===== src/rtl/core/thread_slot_scheduler_defines.svh =====
// ----------------------------------------------------------------------------
// Thread slot scheduler assertion macros
// Shared concurrent assertion forms, clocked on clock and disabled in reset.
// ----------------------------------------------------------------------------
`ifndef THREAD_SLOT_SCHEDULER_DEFINES_SVH
`define THREAD_SLOT_SCHEDULER_DEFINES_SVH

// Check that cons holds in the same cycle as ante
`define TSS_ASSERT_SAME(lbl, ante, cons, msg) \
   lbl: assert property (@(posedge clock) disable iff (reset) (ante) |-> (cons)) \
      else $error(msg);

// Check that cons holds in the cycle after ante
`define TSS_ASSERT_NEXT(lbl, ante, cons, msg) \
   lbl: assert property (@(posedge clock) disable iff (reset) (ante) |=> (cons)) \
      else $error(msg);

`endif


===== src/rtl/core/tss_pkg.sv =====
// ----------------------------------------------------------------------------
// Thread slot scheduler package
// Command, status, slot state and sequencer codes shared by the scheduler.
// ----------------------------------------------------------------------------
package tss_pkg;

   typedef enum logic [1:0] {
      CMD_CREATE  = 2'd0,
      CMD_YIELD   = 2'd1,
      CMD_DESTROY = 2'd2,
      CMD_SCHED   = 2'd3
   } cmd_type;

   typedef enum logic [1:0] {
      STATUS_OK      = 2'd0,
      STATUS_FULL    = 2'd1,
      STATUS_REFUSED = 2'd2,
      STATUS_NONE    = 2'd3
   } status_type;

   typedef enum logic [1:0] {
      ST_FREE  = 2'd0,
      ST_RUN   = 2'd1,
      ST_YIELD = 2'd2
   } slot_state_type;

   // selection policy codes; the fourth code selects nothing
   localparam logic [1:0] ALG_RR   = 2'd0;
   localparam logic [1:0] ALG_PRIO = 2'd1;
   localparam logic [1:0] ALG_FCFS = 2'd2;

   typedef enum logic [1:0] {
      SEQ_IDLE,
      SEQ_SCAN,
      SEQ_READ,
      SEQ_FINISH
   } seq_state_type;

   // control from the sequencer to the pick unit
   typedef struct packed {
      logic           clear;
      logic           sample;
      slot_state_type want;
      logic [1:0]     mode;
   } pick_ctrl_type;

endpackage


===== src/rtl/core/thread_slot_scheduler.sv =====
// ----------------------------------------------------------------------------
// Thread slot scheduler
// Table of thread slots with create, yield, destroy and schedule commands.
// ----------------------------------------------------------------------------
// Usage:
//   A command transfers on req_valid and req_ready; exactly one result
//   transfers on rsp_valid and rsp_ready for each command. csr_write_enable
//   writes the selection policy; write it only while the block is idle.
//   One command is worked at a time and req_ready is high only when idle.
//   Refusals and skipped schedules go straight to the final step; yield and
//   destroy read the current slot first; create and schedule scan the table,
//   and a schedule that finds no runnable slot scans again for yielded slots.
//   Each scan walks slots 1 to SLOTS-1 through one read port and one compare
//   unit, one slot a cycle. req_ready returns in the same cycle as rsp_valid
//   rises, as the sequencer leaves its final step and the result loads.
//   A stalled result holds the sequencer in its final step; the table is
//   updated when the result loads, and the next command is taken while that
//   result still waits to transfer. Reset (synchronous): slot 0 runnable,
//   others free, current slot 0, one live slot, next id 1, round-robin
//   policy; per-slot valid bits clear the slot states at once.
// ----------------------------------------------------------------------------
`include "thread_slot_scheduler_defines.svh"

module thread_slot_scheduler import tss_pkg::*; #(
   parameter int SLOTS         = 16,
   parameter int PRIORITY_BITS = 8
) (
   input  logic        clock,
   input  logic        reset,
   input  logic        csr_write_enable,
   input  logic [1:0]  csr_write_data,
   input  logic        req_valid,
   output logic        req_ready,
   input  logic [1:0]  req_command,
   input  logic [7:0]  req_priority_req,
   input  logic [31:0] req_timestamp,
   output logic        rsp_valid,
   input  logic        rsp_ready,
   output logic [1:0]  rsp_status,
   output logic [3:0]  rsp_slot,
   output logic [15:0] rsp_thread_id,
   output logic [4:0]  rsp_live_count
);

   localparam int IDX_W      = $clog2(SLOTS);
   localparam int CNT_W      = $clog2(SLOTS + 1);
   localparam int PRIO_EXT_W = (PRIORITY_BITS > 8) ? PRIORITY_BITS : 8;
   localparam logic [IDX_W-1:0] LAST_IDX  = IDX_W'(SLOTS - 1);
   localparam logic [IDX_W-1:0] FIRST_IDX = IDX_W'(1);
   localparam logic [CNT_W-1:0] CNT_ONE   = CNT_W'(1);
   localparam logic [CNT_W-1:0] CNT_MAX   = CNT_W'(SLOTS);

   // control registers
   seq_state_type      seq_ff, seq_in;
   logic [1:0]         alg_ff;
   logic [IDX_W-1:0]   cur_ff;
   logic [CNT_W-1:0]   occ_ff;
   logic [15:0]        next_id_ff;
   logic               smp_vld_ff;
   logic               rsp_valid_ff;

   // command and scan registers
   cmd_type                  cmd_ff;
   logic [PRIORITY_BITS-1:0] prio_ff;
   logic [31:0]              time_ff;
   status_type               status_ff;
   slot_state_type           want_ff;
   logic [1:0]               mode_ff;
   logic [IDX_W-1:0]         rd_addr_ff;
   logic [IDX_W-1:0]         issued_ff;
   logic [IDX_W-1:0]         smp_idx_ff;

   // slot memories and registered read data
   slot_state_type           state_mem [SLOTS];
   logic [PRIORITY_BITS-1:0] prio_mem  [SLOTS];
   logic [31:0]              time_mem  [SLOTS];
   logic [15:0]              ident_mem [SLOTS];
   logic [SLOTS-1:0]         state_vld_ff;
   slot_state_type           st_rd_ff;
   logic                     stv_rd_ff;
   logic [PRIORITY_BITS-1:0] prio_rd_ff;
   logic [31:0]              time_rd_ff;
   logic [15:0]              id_rd_ff;

   // output registers
   status_type  rsp_status_ff;
   logic [3:0]  rsp_slot_ff;
   logic [15:0] rsp_id_ff;
   logic [4:0]  rsp_live_ff;

   // combinational control
   logic                  accept;
   logic                  yd_cmd;
   logic                  sched_skip;
   logic                  issue;
   logic                  scan_done;
   logic                  scan_begin;
   logic                  restart;
   logic                  fin_go;
   logic                  res_ok;
   logic                  rd_en;
   logic                  wr_en;
   logic                  wr_entry;
   slot_state_type        wr_state;
   logic [IDX_W-1:0]      rd_addr;
   logic [IDX_W-1:0]      tgt;
   logic [IDX_W-1:0]      start_rr;
   logic [IDX_W-1:0]      scan_start;
   logic [IDX_W-1:0]      rd_addr_next;
   logic [CNT_W-1:0]      occ_next;
   logic [15:0]           res_id;
   logic [IDX_W-1:0]      res_slot;
   logic [PRIO_EXT_W-1:0] prio_ext;
   slot_state_type        smp_state;
   pick_ctrl_type         pick_ctrl;
   logic                  pick_found;
   logic [IDX_W-1:0]      pick_best;

   assign prio_ext = PRIO_EXT_W'(req_priority_req);
   assign accept   = req_valid && req_ready;
   assign yd_cmd   = (cmd_ff == CMD_YIELD) || (cmd_ff == CMD_DESTROY);
   assign tgt      = yd_cmd ? cur_ff : pick_best;
   assign start_rr = (cur_ff == LAST_IDX) ? FIRST_IDX : cur_ff + 1'b1;
   assign rd_addr_next = (rd_addr_ff == LAST_IDX) ? FIRST_IDX : rd_addr_ff + 1'b1;
   assign sched_skip = (occ_ff <= CNT_ONE) ||
                       ((alg_ff != ALG_RR) && (alg_ff != ALG_PRIO) && (alg_ff != ALG_FCFS));
   assign scan_done = (seq_ff == SEQ_SCAN) && (issued_ff == LAST_IDX) && !smp_vld_ff;

   // an unwritten slot reads as its reset state
   assign smp_state = stv_rd_ff ? st_rd_ff :
                      ((smp_idx_ff == '0) ? ST_RUN : ST_FREE);

   // sequencer next state
   always_comb begin
      seq_in = seq_ff;
      case (seq_ff)
         SEQ_IDLE: begin
            if (accept) begin
               case (cmd_type'(req_command))
                  CMD_CREATE: begin
                     seq_in = SEQ_SCAN;
                  end
                  CMD_YIELD, CMD_DESTROY: begin
                     seq_in = (cur_ff == '0) ? SEQ_FINISH : SEQ_READ;
                  end
                  default: begin
                     seq_in = sched_skip ? SEQ_FINISH : SEQ_SCAN;
                  end
               endcase
            end
         end
         SEQ_SCAN: begin
            if (scan_done) begin
               if (cmd_ff == CMD_CREATE) begin
                  seq_in = SEQ_FINISH;
               end else if (pick_found) begin
                  seq_in = SEQ_READ;
               end else if (want_ff == ST_RUN) begin
                  seq_in = SEQ_SCAN;
               end else begin
                  seq_in = SEQ_FINISH;
               end
            end
         end
         SEQ_READ: begin
            seq_in = SEQ_FINISH;
         end
         default: begin
            if (!rsp_valid_ff || rsp_ready) begin
               seq_in = SEQ_IDLE;
            end
         end
      endcase
   end

   // sequencer outputs
   always_comb begin
      req_ready  = seq_ff == SEQ_IDLE;
      issue      = (seq_ff == SEQ_SCAN) && (issued_ff != LAST_IDX);
      restart    = scan_done && (cmd_ff == CMD_SCHED) && !pick_found &&
                   (want_ff == ST_RUN);
      scan_begin = (accept && ((cmd_type'(req_command) == CMD_CREATE) ||
                              ((cmd_type'(req_command) == CMD_SCHED) && !sched_skip))) ||
                   restart;
      fin_go     = (seq_ff == SEQ_FINISH) && (!rsp_valid_ff || rsp_ready);
      rd_en      = issue || (seq_ff == SEQ_READ);
      rd_addr    = (seq_ff == SEQ_READ) ? tgt : rd_addr_ff;
      if (accept) begin
         scan_start = ((cmd_type'(req_command) == CMD_SCHED) && (alg_ff == ALG_RR)) ?
                      start_rr : FIRST_IDX;
      end else begin
         scan_start = (mode_ff == ALG_RR) ? start_rr : FIRST_IDX;
      end
      pick_ctrl.clear  = scan_begin;
      pick_ctrl.sample = smp_vld_ff;
      pick_ctrl.want   = want_ff;
      pick_ctrl.mode   = mode_ff;
   end

   // result and table update for the finishing command
   always_comb begin
      res_ok   = status_ff == STATUS_OK;
      res_slot = res_ok ? tgt : '0;
      res_id   = !res_ok ? 16'd0 : ((cmd_ff == CMD_CREATE) ? next_id_ff : id_rd_ff);
      occ_next = occ_ff;
      wr_state = ST_RUN;
      wr_en    = 1'b0;
      wr_entry = 1'b0;
      if (res_ok) begin
         case (cmd_ff)
            CMD_CREATE: begin
               occ_next = occ_ff + CNT_ONE;
               wr_en    = fin_go;
               wr_entry = fin_go;
            end
            CMD_YIELD: begin
               wr_state = ST_YIELD;
               wr_en    = fin_go;
            end
            CMD_DESTROY: begin
               occ_next = occ_ff - CNT_ONE;
               wr_state = ST_FREE;
               wr_en    = fin_go;
            end
            default: begin
               wr_en = fin_go && (want_ff == ST_YIELD);
            end
         endcase
      end
   end

   // advance control state
   always_ff @(posedge clock) begin
      if (reset) begin
         seq_ff       <= SEQ_IDLE;
         alg_ff       <= ALG_RR;
         cur_ff       <= '0;
         occ_ff       <= CNT_ONE;
         next_id_ff   <= 16'd1;
         smp_vld_ff   <= 1'b0;
         rsp_valid_ff <= 1'b0;
      end else begin
         seq_ff     <= seq_in;
         smp_vld_ff <= issue;
         if (csr_write_enable) begin
            alg_ff <= csr_write_data;
         end
         if (fin_go) begin
            rsp_valid_ff <= 1'b1;
            occ_ff       <= occ_next;
            if (res_ok && (cmd_ff == CMD_CREATE)) begin
               next_id_ff <= next_id_ff + 16'd1;
            end
            if (res_ok && (cmd_ff == CMD_DESTROY)) begin
               cur_ff <= '0;
            end
            if (res_ok && (cmd_ff == CMD_SCHED)) begin
               cur_ff <= tgt;
            end
         end else if (rsp_ready) begin
            rsp_valid_ff <= 1'b0;
         end
      end
   end

   // capture the command and step the scan
   always_ff @(posedge clock) begin
      if (accept) begin
         cmd_ff  <= cmd_type'(req_command);
         prio_ff <= prio_ext[PRIORITY_BITS-1:0];
         time_ff <= req_timestamp;
         want_ff <= (cmd_type'(req_command) == CMD_CREATE) ? ST_FREE : ST_RUN;
         mode_ff <= (cmd_type'(req_command) == CMD_CREATE) ? ALG_RR : alg_ff;
         case (cmd_type'(req_command))
            CMD_CREATE: begin
               status_ff <= STATUS_FULL;
            end
            CMD_YIELD, CMD_DESTROY: begin
               status_ff <= (cur_ff == '0) ? STATUS_REFUSED : STATUS_OK;
            end
            default: begin
               status_ff <= STATUS_NONE;
            end
         endcase
      end else if (scan_done && pick_found) begin
         status_ff <= STATUS_OK;
      end
      if (restart) begin
         want_ff <= ST_YIELD;
      end
      if (scan_begin) begin
         rd_addr_ff <= scan_start;
         issued_ff  <= '0;
      end else if (issue) begin
         rd_addr_ff <= rd_addr_next;
         issued_ff  <= issued_ff + 1'b1;
      end
      if (issue) begin
         smp_idx_ff <= rd_addr_ff;
      end
   end

   // load the output register
   always_ff @(posedge clock) begin
      if (fin_go) begin
         rsp_status_ff <= status_ff;
         rsp_slot_ff   <= 4'(res_slot);
         rsp_id_ff     <= res_id;
         rsp_live_ff   <= 5'(occ_next);
      end
   end

   // mark written slot states
   always_ff @(posedge clock) begin
      if (reset) begin
         state_vld_ff <= '0;
      end else if (wr_en) begin
         state_vld_ff[tgt] <= 1'b1;
      end
   end

   // slot memory write and registered read
   always_ff @(posedge clock) begin
      if (wr_en) begin
         state_mem[tgt] <= wr_state;
      end
      if (wr_entry) begin
         prio_mem[tgt]  <= prio_ff;
         time_mem[tgt]  <= time_ff;
         ident_mem[tgt] <= next_id_ff;
      end
      if (rd_en) begin
         st_rd_ff   <= state_mem[rd_addr];
         stv_rd_ff  <= state_vld_ff[rd_addr];
         prio_rd_ff <= prio_mem[rd_addr];
         time_rd_ff <= time_mem[rd_addr];
         id_rd_ff   <= ident_mem[rd_addr];
      end
   end

   tss_pick_unit #(
      .IDX_W         (IDX_W),
      .PRIORITY_BITS (PRIORITY_BITS)
   ) u_pick (
      .clock     (clock),
      .reset     (reset),
      .ctrl      (pick_ctrl),
      .smp_idx   (smp_idx_ff),
      .smp_state (smp_state),
      .smp_prio  (prio_rd_ff),
      .smp_time  (time_rd_ff),
      .found     (pick_found),
      .best_idx  (pick_best)
   );

   assign rsp_valid      = rsp_valid_ff;
   assign rsp_status     = rsp_status_ff;
   assign rsp_slot       = rsp_slot_ff;
   assign rsp_thread_id  = rsp_id_ff;
   assign rsp_live_count = rsp_live_ff;

   `TSS_ASSERT_NEXT(a_busy_after_accept, accept, !req_ready, "ready high right after accept")
   `TSS_ASSERT_NEXT(a_result_loaded, fin_go, rsp_valid, "finished command gave no result")
   `TSS_ASSERT_SAME(a_occ_range, 1'b1, (occ_ff != '0) && (occ_ff <= CNT_MAX), "bad live count")

endmodule


===== src/rtl/core/tss_pick_unit.sv =====
// ----------------------------------------------------------------------------
// Thread slot pick unit
// Shared compare unit: takes one slot per sample and keeps the best match
// under first-match, highest-priority or earliest-time selection.
// ----------------------------------------------------------------------------
module tss_pick_unit import tss_pkg::*; #(
   parameter int IDX_W         = 4,
   parameter int PRIORITY_BITS = 8
) (
   input  logic                     clock,
   input  logic                     reset,
   input  pick_ctrl_type            ctrl,
   input  logic [IDX_W-1:0]         smp_idx,
   input  slot_state_type           smp_state,
   input  logic [PRIORITY_BITS-1:0] smp_prio,
   input  logic [31:0]              smp_time,
   output logic                     found,
   output logic [IDX_W-1:0]         best_idx
);

   logic                     found_ff;
   logic [IDX_W-1:0]         best_idx_ff;
   logic [PRIORITY_BITS-1:0] best_prio_ff;
   logic [31:0]              best_time_ff;
   logic                     better;
   logic                     take;

   // compare the sample against the best so far
   always_comb begin
      case (ctrl.mode)
         ALG_PRIO: begin
            better = (smp_prio > best_prio_ff) ||
                     ((smp_prio == best_prio_ff) && (smp_time < best_time_ff));
         end
         ALG_FCFS: begin
            better = smp_time < best_time_ff;
         end
         default: begin
            better = 1'b0;
         end
      endcase
      take = ctrl.sample && (smp_state == ctrl.want) && (!found_ff || better);
   end

   // hold the found flag
   always_ff @(posedge clock) begin
      if (reset || ctrl.clear) begin
         found_ff <= 1'b0;
      end else if (take) begin
         found_ff <= 1'b1;
      end
   end

   // hold the best candidate
   always_ff @(posedge clock) begin
      if (take) begin
         best_idx_ff  <= smp_idx;
         best_prio_ff <= smp_prio;
         best_time_ff <= smp_time;
      end
   end

   assign found    = found_ff;
   assign best_idx = best_idx_ff;

endmodule


===== config.mk =====
export PLATFORM = sky130hd
export DESIGN_NAME = thread_slot_scheduler
export DESIGN_NICKNAME = d
export VERILOG_FILES = /design/src/rtl/core/tss_pkg.sv /design/src/rtl/core/thread_slot_scheduler.sv /design/src/rtl/core/tss_pick_unit.sv
export VERILOG_INCLUDE_DIRS = /design/src /design/src/rtl/core
export SDC_FILE = /design/constraint.sdc
export NUM_CORES = 1
export LEC_CHECK = 0
export BUFFER_PORTS_ARGS = -buffer_cell sky130_fd_sc_hd__buf_2
export CAP_MARGIN = 10
export CORE_ASPECT_RATIO = 1.5
export CORE_MARGIN = 8
export CORE_UTILIZATION = 55
export CTS_BUF_LIST = sky130_fd_sc_hd__clkbuf_4 sky130_fd_sc_hd__clkbuf_8
export CTS_CLUSTER_DIAMETER = 120
export DETAILED_ROUTE_END_ITERATION = 10
export HOLD_SLACK_MARGIN = 0.05
export PLACE_DENSITY = 0.71
export RECOVER_POWER = 100
export SYNTH_ARGS = -nofsm -noshare
export SYNTH_HDL_FRONTEND = slang
export SYNTH_SLANG_ARGS = --single-unit

===== constraint.sdc =====
create_clock -name clock -period 6.3 [get_ports clock]
set_clock_uncertainty 0.15 [all_clocks]
set_input_delay 0.315 -clock clock [delete_from_list [all_inputs] [get_ports clock]]
set_output_delay 0.315 -clock clock [all_outputs]
set_load 0.005 [all_outputs]

---- Word-level counts from Yosys, hierarchy flattened ----
Memory sizes are Yosys's and may differ from the RTL's. A register that Yosys moved wholly into a read port is not among the register bits.
Index checks and enable logic that the tools add are counted.
word-level totals
  bits of input ports ..................... 49
  bits in latches ......................... 0
  memory bits (read-only) ................. 0
  memories kept ........................... 4
  bits in writable memories ............... 928
  output and inout bits ................... 29
  bits in registers ....................... 180
memories
  memory     depth  width  read ports  clocked after memory_dff  write ports  RTL line                     source
  time_mem   16     32     1           1                         1            thread_slot_scheduler.sv:76  logic [31:0] time_mem [SLOTS];
  ident_mem  16     16     1           1                         1            thread_slot_scheduler.sv:77  logic [15:0] ident_mem [SLOTS];
  prio_mem   16     8      1           1                         1            thread_slot_scheduler.sv:75  logic [PRIORITY_BITS-1:0] prio_mem [SLOTS];
  state_mem  16     2      1           1                         1            thread_slot_scheduler.sv:74  slot_state_type state_mem [SLOTS];
operators by class
  shift-type cells ........................ 0
  add/subtract/negate cells ............... 6
  multiplexer cells ....................... 48
  bitwise logic cells ..................... 1
  order comparisons ....................... 6
  equal/unequal tests ..................... 23
  reductions and logical operators ........ 54
  multipliers ............................. 0
  divide/modulo/power cells ............... 0
operator list
  kind                                                        number
  two-way mux 4 bit                                           11
  less-than comparator 32 bit                                 1
  two-way mux 2 bit                                           12
  logical AND 1 bit                                           22
  adder 16 x 1 -> 16 bit, second input constant               1
  equality test 2 bit, second input constant                  8
  two-way mux 16 bit                                          1
  OR 16 bit                                                   1
  two-way mux 1 bit                                           15
  adder 4 x 1 -> 4 bit, second input constant                 3
  equality test 4 bit, second input constant                  3
  logical NOT 2 bit                                           6
  case mux 2 bit (2 select lines)                             3
  equality test 2 x 1 -> 1 bit, second input constant         5
  less-than comparator 4 x 5 -> 1 bit, second input constant  2
  case mux 5 bit (2 select lines)                             1
  nonzero test 2 bit                                          5
  logical OR 1 bit                                            9
  equality test 8 bit                                         1
  > comparator 8 bit                                          1
  logical NOT 4 bit                                           2
  case mux 2 bit (3 select lines)                             1
  adder 5 x 1 -> 5 bit, second input constant                 1
  <= comparator 5 x 1 -> 1 bit, second input constant         1
  other kinds (16)                                            22

---- Longest topological paths before layout ----
Gate-level depths: netlist (run 1).
  depth after elaboration ................. 10
  gate-level depth with buffers ........... 12
  gate-level depth less buffers ........... 8

---- Cells and area by module ----
A second synthesis (run 1) with hierarchy kept.
second synthesis, totals
  cells, all modules ...................... 3191
  area, all modules ....................... 45920.3 µm²
modules (own cells, without submodules)
  module                 cells an instance  area each (µm²)  instances
  thread_slot_scheduler  2997               43499.2          1
  tss_pick_unit          194                2421.1           1

---- Worst setup path before layout (run 1) ----
OpenSTA, ideal clock, no wires.
  kind .................................... register -> register
  start point ............................. reg cmd_ff[0]
  end point ............................... mem ident_mem[10][0] (enable)
  slack ................................... 1.618 ns
  data required time ...................... 5.680 ns
  stages on the path, launching flop included .. 8
  arrival ................................. 4.062 ns
  period minus slack after synthesis ...... 4.682 ns
  cell sequence ........................... edfxtp_1 > inv_1 > ha_1 > buf_2 > mux2_2 > nor2_1 > nand2_1 > nor2_1
on the way
  cells in the longest elaborated chain, start to end .. 5
ends and longest elaborated chain
  element                                  RTL line                      source
  start, declared                          thread_slot_scheduler.sv:63   cmd_type cmd_ff;
  start signal, assigned                   thread_slot_scheduler.sv:269  cmd_ff <= cmd_type'(req_command);
  logical NOT 2 bit                        thread_slot_scheduler.sv:210  case (cmd_ff)
  two-way mux 1 bit                        thread_slot_scheduler.sv:210
  two-way mux 1 bit                        thread_slot_scheduler.sv:209  if (res_ok) begin
  two-way mux 1 bit                        thread_slot_scheduler.sv:327  if (wr_entry) begin
  two-way mux 1 bit (not written as such)  thread_slot_scheduler.sv:330  ident_mem[tgt] <= next_id_ff;
  end, declared                            thread_slot_scheduler.sv:77
Parallel ways exist; a longest one is shown, timed or not.

---- Worst setup path after layout (run 1) ----
  start point ............................. reg status_ff[1]
  end point ............................... mem time_mem[0][7] (enable)
on the way
  cells in the longest elaborated chain, start to end .. 4
ends and longest elaborated chain
  element                                  RTL line                      source
  start, declared                          thread_slot_scheduler.sv:66   status_type status_ff;
  start signal, assigned                   thread_slot_scheduler.sv:279  status_ff <= (cur_ff == '0) ? STATUS_REFUSED : STATUS_OK;
  logical NOT 2 bit                        thread_slot_scheduler.sv:202  res_ok = status_ff == STATUS_OK;
  two-way mux 1 bit                        thread_slot_scheduler.sv:209
  two-way mux 1 bit                        thread_slot_scheduler.sv:327
  two-way mux 1 bit (not written as such)  thread_slot_scheduler.sv:329  time_mem[tgt] <= time_ff;
  end, declared                            thread_slot_scheduler.sv:76
Every way passes these cells.

==> results of run 1 <==
[layer usage]
metal	vias to the layer above	track usage, %
met4	0	6.589
met2	639	36.76
met3	167	3.704
li1	11004	-
met1	12402	25.54
met5	-	0
[how the worst min path moves through the flow]
stage	end	slack, ns	cells past startpoint
3_5_place_dp	u_pick.best_idx[1]	0.28	0
3_3_place_gp	u_pick.best_idx[1]	0.28	0
5_1_grt	time_ff[29]	0.18	2
2_1_floorplan	cmd_ff[0]	0.26	0
4_1_cts	cmd_ff[1]	0.06	2
6_report	cmd_ff[0]	0.22	2
[registers in the layout, indices dropped and copies added, names as in the netlist, 16 cells and up]
| register | cells |
|---|---|
| id_rd_ff | 16 |
| ident_mem | 256 |
| next_id_ff | 16 |
| prio_mem | 128 |
| rsp_thread_id | 16 |
| state_mem | 32 |
| state_vld_ff | 16 |
| time_ff | 32 |
| time_mem | 512 |
| time_rd_ff | 32 |
| u_pick.best_time_ff | 32 |
[cell families (layout without fill, tap and decap cells)]
kind of cell	Yosys count	count (layout)
flip-flops	1166	1166
multiplexers	913	913
AND/OR/NAND/NOR	264	264
buffers and inverters	172	573
AO/OA/AOI/OAI	116	116
adder cells (fa/ha/maj)	57	57
XOR/XNOR	20	20
other	0	1
[layout by cell type, fill, tap and decap left out, types with 6 or more instances in the layout]
master / n
clkbuf_8: 173
nand3_1: 18
buf_4: 18
nor2_4: 10
mux2i_1: 910
inv_1: 58
clkbuf_4: 47
a21oi_1: 50
edfxtp_1: 1112
xnor2_1: 9
nor4_1: 6
dfxtp_1: 54
buf_2: 53
nand2b_1: 10
xor2_1: 11
clkbuf_1: 35
nand4_1: 14
clkinv_1: 39
bufinv_16: 7
nor3_1: 16
o21ai_0: 34
clkinv_2: 19
nor2_1: 111
dlygate4sd3_1: 93
ha_1: 57
nand2_1: 54
buf_12: 16
[power by group]
group	switching [mW]	leakage (nW)	internal (mW)
combinational	1.44	7.75	1.13
clock	2.77	1.73	3.12
sequential	0.201	10.4	8.82
[metrics by stage]
stage                     area, um2  setup WS, ns  std cells  power [mW]  hold slack (ns)
after floorplan               47170         1.618       2708       11.05           0.2639
after global placement        49180         2.228       3850       11.63           0.2833
after detailed placement      49180         2.147       3850       11.72           0.2847
after CTS                     53390         2.169       4239       17.64          0.05697
after global routing          53190         1.012       4240       18.13           0.1756
final                         53190         1.231       4240       17.48           0.2202
[cell type report]
type	count	area share, %
Sequential cell	1166	64.81
Clock buffer	220	5.140
Clock inverter	76	1.033
Antenna cell	1	0.004705
Timing Repair Buffer	219	3.390
Tap cell	1130	2.658
Multi-Input combinational cell	1370	22.55
Inverter	58	0.4093
[repair_timing]
action / in CTS / in global routing
gates resized for setup: 0 / 0
endpoints found under the hold margin: 100 / 0
hold buffers: 93 / 0
[synthesized netlist by cell type (3+ instances only)]
| cell type | instances |
|---|---|
| or3_1 | 3 |
| xnor2_1 | 9 |
| buf_4 | 9 |
| a21o_1 | 3 |
| and2_1 | 3 |
| nand2_1 | 54 |
| o21ai_0 | 33 |
| buf_2 | 77 |
| nor2_1 | 122 |
| mux2_2 | 3 |
| nand2b_1 | 10 |
| clkbuf_1 | 19 |
| nor3_1 | 16 |
| mux2i_1 | 910 |
| buf_1 | 8 |
| inv_1 | 57 |
| ha_1 | 57 |
| a22oi_1 | 5 |
| a21oi_1 | 52 |
| nor4_1 | 4 |
| nor2b_1 | 5 |
| dfxtp_1 | 54 |
| edfxtp_1 | 1112 |
| nand3_1 | 18 |
| nand4_1 | 14 |
| xor2_1 | 11 |
==> run metrics, run 1 <==
status=complete, but fails checks; Hold Crit Class=in2reg; First DRT Iteration DRCs=1828; Startpoint Class=flop; Clock Sinks=1166; PortBufs=77; Slew @ Worst Pin=2.626 ns; CTS H-Tree Depth=4; GRT Residual Overflow=0; top-area cell type share of the netlist area=70.79%; R2R Setup Slk=1.23 ns; Setup Buffers After CTS=0; Total Routed Length=99160 um; initial core utilization=55.45%; Std-Cell Rows=131; Root Buffer=clkbuf_8; area of the multi-input gates=12000 um2; Tot GR Track Use=20.74%; die width=255.1 um; Final Core Density=62.53%; number of detailed-route iterations in the first pass=7; syn_nets=2814; Antenna Violating Nets Remaining=0; R2R Path Start=status_ff[1]; Clock Latency Late Sink=0.83 ns; Max Cap Viol=8; Via density=5.710; CTS Buf Count=167; Final HPWL DP=51560 um; Crit path depth=6; DRC=0; RSZ-0062 raised after global routing=no; via count=24212; largest family of logic cells by synthesized area=multiplexers; P&R area growth vs syn=12.76%; register area=34470 um2; cells after synthesis=2708; pwr/cell area=328.7 nW/um2; Final Hold Fails=0; min Tclk post-route=5.069 ns; WS Path Type=reg2reg; Clock Tree Buf Depth=3; ys flop type=edfxtp_1; Synth Area in XOR/XNOR=0.3713%; Worst Path Arrival=5.31 ns; CTS tree=yes; Filler cells=6018; Reg2Reg Depth=6; gp weighted congestion=0.7853; Chip Height=374.7 um; Core Area=85070 um2; P_leak=19.86 nW; period utilization=80.46%; IO Pins=78; crit-path max FO=56; largest delay contributor family on the critical path=buffers and inverters; crit path launch=status_ff[1]; multiplexer share of the synthesized area=19.38%; worst vdd ir=0.2828 mV; Netlist cell types=58; post-route setup TNS=0 ns; Setup crit end kind=flop; met3 WL=4310 um; share of layout cells above drive strength 1=11.74%; compound-cell area share of the yosys netlist=1.414%; largest net degree at the start of global routing=109; Crit path largest cell delay=1.67 ns; Worst EP required=6.54 ns; Mapped Area=47170 um2; Synth Area in Adders=1.512%; Synth area leader=edfxtp_1; Reg clk slew, reported paths=0.06 ns; worst setup path end=time_mem[0][7]; syn_area_per_cell=17.42 um2; Metal-1 WL=40890 um; Ys Warns=0; first-pass GRT wire length=150100 um; ys async rst share=0%; met2 WL=51660 um; Slew Viols, Final=245; Slew HR=-75.06%; simple-gate share of the synthesized area=2.581%; Post-synth EDFFs=1112; top layer in use=met4; antenna violations before repair=1; die area=95590 um2; Hold Crit Start=req_command[0]; Synth Register Bits=1166; Worst R2R End=time_mem[0][7]; sequential-to-total area share from yosys stat=73.08%; fmax=197.3 MHz; CP cell instances=or2_0, nor4_1, clkbuf_1, nand2_1, nor2_4, clkbuf_2; synth top area cells=edfxtp_1 71%, mux2i_1 19%, dfxtp_1 2.3%; failing checks=max-capacitance violations, max-slew violations; slowest CP cell=clkbuf_2; post-DR wirelength/cell=23.39 um; vias in the first global route=25526; Buf+Inv Stages, Crit Path=2; # setup viols final=0; Layout Nets=3088
No activity file was read; power rests on OpenSTA's default activity.
==> inputs of run 2 (changes only) <==
Settings changed: ABC_AREA set to 1, PLACE_DENSITY 0.71 to 0.74.
Clock period 6.3 ns to 4.3 ns, I/O delays scaled along.
==> run metrics, run 2 <==
Total Power=29.39 mW (+68%); First DRT Iteration DRCs=2844 (+56%); Synth top cells by count=1112 x edfxtp_1, 638 x nand2_1, 617 x inv_1, 455 x o211ai_1, 346 x nand3_1; cells after synthesis=3857 (+42%); via count=30157 (+25%); Slew Viols, Final=223 (-9.0%); die area=96810 um2 (+1.3%); IO Pins=78 (unchanged); ys flop type=edfxtp_1; Antenna Violating Nets Remaining=0 (unchanged); Hold Crit Class=in2reg; RSZ-0062 raised after global routing=no; Root Buffer=clkbuf_8; biggest regs=time_mem: 512 flops, ident_mem: 256 flops, prio_mem: 128 flops; Core Area=86210 um2 (+1.3%); # setup viols final=0 (unchanged); Clock Sinks=1166 (unchanged); Flop pwr share=47.2% (-4.4 points); Via density=5.659 (-0.90%); crit path launch=cmd_ff[0]; first-pass GRT wire length=169000 um (+13%); Final Hold Fails=0 (unchanged); Std-Cell Rows=132 (+0.76%); number of detailed-route iterations in the first pass=6 (-1); Synth area leader=edfxtp_1; failing checks=max-capacitance violations, max-slew violations; Worst EP required=4.57 ns (-1.97 ns); Mapped Area=47810 um2 (+1.4%); Crit path largest cell delay=1.22 ns (-0.45 ns); P_leak=19.90 nW (+0.22%); fin cells=5329 (+26%); DP Area=49780 um2 (+1.2%); R2R Path Start=cmd_ff[0]; switch share=31.58% (+6.3 points); crit-path max FO=38 (-32%); Slew HR=-44.51% (+31 points); top-area cell type share of the netlist area=69.84% (-0.94 points); Slew @ Worst Pin=2.168 ns (-0.4582 ns); Worst Path Arrival=3.93 ns (-1.38 ns); pre-CTS WS=1.110 ns (-1.038 ns); max FFs per register=512 (unchanged); Setup Buffers After CTS=0 (unchanged); Combinational Power Share=23.8% (+9.1 points); PortBufs=77 (unchanged); largest register by flop count=time_mem; Ys Warns=0 (unchanged); post-cts resize count=0 (unchanged); worst vdd ir=0.6476 mV (+130%); syn_area_per_cell=12.40 um2 (-29%); die width=256.7 um (+0.63%); Sw Pwr=9.281 mW (+110%); top-count cell post-synth=edfxtp_1; most frequent cells in the layout=1112 x edfxtp_1, 637 x nand2_1, 619 x inv_1; commonest non-fill, non-tap cell in the layout=edfxtp_1; gp weighted congestion=0.8371 (+6.6%); syn_nets=3963 (+41%); Startpoint Class=flop; Max Cap Viol=7 (-1); slowest CP cell=clkbuf_2; post-route cell area=53710 um2 (+0.98%); Internal Power=20.11 mW (+54%); Hold Crit Start=req_valid; P&R area growth vs syn=12.34%; Total Routed Length=110400 um (+11%); Clock Latency Late Sink=0.84 ns (about the same); Synth Register Bits=1166 (unchanged); Netlist cell types=43 (-26%); Chip Height=377.1 um (+0.65%); post-DR wirelength/cell=20.72 um (-11%); initial core utilization=55.46% (about the same); clock power share=29.1% (-4.6 points); Reg clk slew, reported paths=0.06 ns (about the same); synth top area cells=edfxtp_1 70%, o211ai_1 7.1%, nand2_1 5.0%; placed insts=4934 (+28%); WS Path Type=reg2reg; Hold WS=0.2688 ns (+0.04857 ns); min Tclk post-route=3.666 ns (-1.404 ns); largest net degree at the start of global routing=161 (+48%); fmax=272.8 MHz (+38%); share of layout cells above drive strength 1=9.525% (-2.2 points); post-route setup TNS=0 ns (unchanged); Layout Nets=4165 (+35%); Setup crit end kind=flop; Final HPWL DP=58250 um (+13%); CTS tree=yes; Post-synth EDFFs=1112 (unchanged); ys async rst share=0% (unchanged); Final Core Density=62.30% (-0.23 points); period utilization=85.25% (+4.8 points); antenna violations before repair=1 (unchanged); Clock Tree Buf Depth=3 (unchanged); vias in the first global route=29844 (+17%); CTS H-Tree Depth=4 (unchanged); CP cell instances=inv_1, ha_1, inv_1, nand2_1, nand2_1, inv_1, nor2_1, inv_1, nor2_1, inv_1, nor2_4, clkbuf_2; cell repeated most along the worst path=inv_1; GRT Residual Overflow=0 (unchanged); pwr/cell area=547.2 nW/um2 (+66%); fin worst setup slack=0.6345 ns (-0.5963 ns); DRC=0 (unchanged); CTS Buf Count=166 (-0.60%); Tot GR Track Use=22.61% (+1.9 points); status=complete, but fails checks; sequential-to-total area share from yosys stat=72.10% (-0.98 points)
[run 2: changes by cell type after synthesis, sizes merged, moves of 12 or more]
cell and change:
a21oi +31, buf +19, clkbuf +75, inv +568, mux2i -910, nand2 +585, nand3 +328, nor2 +12
o211ai +453, o21ai +38
[run 2: cells by family after synthesis]
| group | share of synthesized area [%] |
|---|---|
| fa+ha+maj | 1.492 |
| buf+inv | 6.841 |
| xor+xnor | 0.09159 |
| flops | 72.10 |
| simple gates | 10.05 |
| compound gates | 9.419 |
[run 2: routing by layer]
metal	up-vias	global-route usage [%]	part of all wire, %
met4	0	9.309	3.4
met3	255	4.603	7.7
li1	14058	-	-
met1	14565	27.39	38
met5	-	0	0
met2	1279	39.38	51
[run 2: path summary, 6_finish.rpt]
check	to	slack [ns]	cells past startpoint
max	time_mem[9][7]	0.63	12
max reg2reg	time_mem[9][7]	0.63	12
min	seq_ff[1]	0.27	6
min reg2reg	u_pick.best_idx[0]	0.30	0
[run 2: timing repair]
item                                    in CTS  in global routing
endpoints found under the setup margin       0                  0
hold endpoints to repair                   101                  0
hold buffers                                96                  0
[run 2: worst max-delay path, delay by kind of cell (launching register included)]
kind,cells,cell delay [ns]
buf+inv,6,1.78
flops,1,0.41
fa+ha+maj,1,0.31
simple gates,5,0.55
[run 2: layout make-up]
| type | count | area, um2 |
|---|---|---|
| Sequential cell | 1166 | 34470 |
| Fill cell | 6403 | 32500 |
| Antenna cell | 1 | 2.502 |
| Multi-Input combinational cell | 1856 | 10160 |
| Timing Repair Buffer | 242 | 2029 |
| Inverter | 627 | 2365 |
| Clock inverter | 57 | 355.3 |
| Clock buffer | 241 | 2904 |
| Tap cell | 1139 | 1425 |
[run 2: power groups by stage]
stage               Combinational, mW  Sequential (mW)  Clock [mW]
detailed placement               6.91             14.1           0
CTS                              7.02             13.8        8.70
global route                     7.72             13.9        9.12
finish                           6.99             13.9        8.54
floorplan                        4.94             13.8           0
global placement                 6.73             14.1           0
==> inputs of run 3 (changes only) <==
==> constraint.sdc (replaced) <==
create_clock -name clock -period 4.3 [get_ports clock]
set_clock_uncertainty 0.15 [all_clocks]
set_input_delay 0.43 -clock clock [delete_from_list [all_inputs] [get_ports clock]]
set_output_delay 0.43 -clock clock [all_outputs]
set_load 0.005 [all_outputs]
==> run metrics, run 3 (synthesis gave the netlist of run 2 again) <==
Final Core Density=61.70% (-0.61 points); register area=34470 um2 (unchanged); Slew HR=-37.72% (+6.8 points); period utilization=86.27% (+1.0 points); number of detailed-route iterations in the first pass=5 (-1); fin cells=5281 (-0.90%); share of layout cells above drive strength 1=9.177% (-0.35 points); Slew Viols, Final=60 (-73%); P_leak=19.66 nW (-1.2%); fin worst setup slack=0.5903 ns (-0.04415 ns); Std-Cell Rows=132 (unchanged); Antenna Violating Nets Remaining=0 (unchanged); Worst EP required=4.59 ns (+0.02 ns); CTS tree=yes; PortBufs=77 (unchanged); area of the multi-input gates=10160 um2 (about the same); DRC=0 (unchanged); biggest regs=time_mem: 512 flops, ident_mem: 256 flops, prio_mem: 128 flops; Startpoint Class=flop; GRT Residual Overflow=0 (unchanged); Layout Nets=4122 (-1.0%); vias in the first global route=29481 (-1.2%); Hold WS=0.1468 ns (-0.1220 ns); commonest non-fill, non-tap cell in the layout=edfxtp_1; largest register by flop count=time_mem; Core Area=86210 um2 (unchanged); Hold Crit Class=in2reg; first-pass GRT wire length=164500 um (-2.7%); Setup crit end kind=flop; Clock Tree Buf Depth=3 (unchanged); RSZ-0062 raised after global routing=no; Root Buffer=clkbuf_8; status=complete, but fails checks; CTS H-Tree Depth=4 (unchanged); fmax=269.6 MHz (-1.2%); Setup Buffers After CTS=0 (unchanged); Clock Latency Late Sink=0.84 ns (about the same); Chip Height=377.1 um (unchanged); most frequent cells in the layout=1112 x edfxtp_1, 638 x nand2_1, 620 x inv_1; die area=96810 um2 (unchanged); die width=256.7 um (unchanged); largest net degree at the start of global routing=161 (unchanged); P&R area growth vs syn=11.25%; Filler cells=6525 (+1.9%); Final Hold Fails=0 (unchanged); First DRT Iteration DRCs=2779 (-2.3%); CTS hold repair buffers=52 (-46%); post-DR wirelength/cell=20.41 um (-1.5%); crit-path max FO=28 (-26%); max FFs per register=512 (unchanged); via count=29668 (-1.6%); Clock Sinks=1166 (unchanged); Total Power=29.06 mW (-1.1%); Reg clk slew, reported paths=0.07 ns (about the same); Via density=5.618 (-0.73%); post-route cell area=53190 um2 (-0.97%); antenna violations before repair=2 (+1); Tot GR Track Use=21.99% (-0.62 points); CTS Buf Count=163 (-1.8%); Slew @ Worst Pin=2.058 ns (-0.1092 ns); worst vdd ir=0.4362 mV (-33%); IO Pins=78 (unchanged); pwr/cell area=546.3 nW/um2 (-0.17%); Max Cap Viol=1 (-6); Total Routed Length=107800 um (-2.3%); # setup viols final=0 (unchanged); gp weighted congestion=0.8063 (-3.7%); failing checks=max-capacitance violations, max-slew violations; min Tclk post-route=3.710 ns (+0.04415 ns); post-route setup TNS=0 ns (unchanged); Worst Path Arrival=4.00 ns (+0.07 ns); WS Path Type=reg2reg; placed insts=4937 (+0.061%); pre-CTS WS=1.072 ns (-0.03730 ns); Final HPWL DP=57710 um (-0.93%); DP Area=49790 um2 (about the same); post-cts resize count=0 (unchanged); initial core utilization=55.46% (unchanged)
-- run 3: changes by cell type in the layout (fill, tap and decap cells not counted), moves of 3 or more --
cell / before / now
clkbuf_1: 40 / 46
clkinv_2: 12 / 17
nor2_4: 10 / 13
clkbuf_8: 175 / 170
buf_2: 45 / 39
clkinv_1: 33 / 40
clkbuf_2: 26 / 15
buf_4: 10 / 22
clkbuf_4: 67 / 53
dlygate4sd3_1: 96 / 52
-- run 3: worst paths after layout --
kind                                        from                  to  slack [ns]  cells past startpoint
worst max-delay path                   cmd_ff[0]     time_mem[1][23]        0.59                      7
worst min-delay path            req_timestamp[2]          time_ff[2]        0.15                      2
worst max register to register         cmd_ff[0]     time_mem[1][23]        0.59                      7
worst min register to register     smp_idx_ff[1]  u_pick.best_idx[1]        0.30                      0
-- run 3: final cells by class --
cell class | instances | area share [%]
inverter | 627 | 4.436
antenna | 1 | 0.004705
multi-input combinational | 1856 | 19.10
tap | 1139 | 2.679
clock buffer | 219 | 5.090
timing repair buffer | 202 | 3.082
clock inverter | 71 | 0.7927
sequential | 1166 | 64.81
-- run 3: routing by layer --
metal	up-vias	track usage (%)	share of wire [%]
met5	-	0	0
met4	0	8.977	3.2
met3	240	4.014	6.6
met1	14357	26.38	39
met2	1109	38.96	51
li1	13962	-	-
-- run 3: worst max-delay path, stage by stage, from the launching register on --
cell      delay, ns
edfxtp_1       0.43
inv_1          0.13
ha_1           0.19
clkinv_1       0.25
nor2_1         0.21
nand2_1        0.58
nor2_1         0.34
clkbuf_2       1.00
-- run 3: where the power goes --
part	total, mW	switching (mW)	leakage (nW)	internal, mW
Sequential	13.8	0.482	10.7	13.4
Combinational	6.93	4.73	7.30	2.20
Clock	8.28	4.01	1.64	4.28
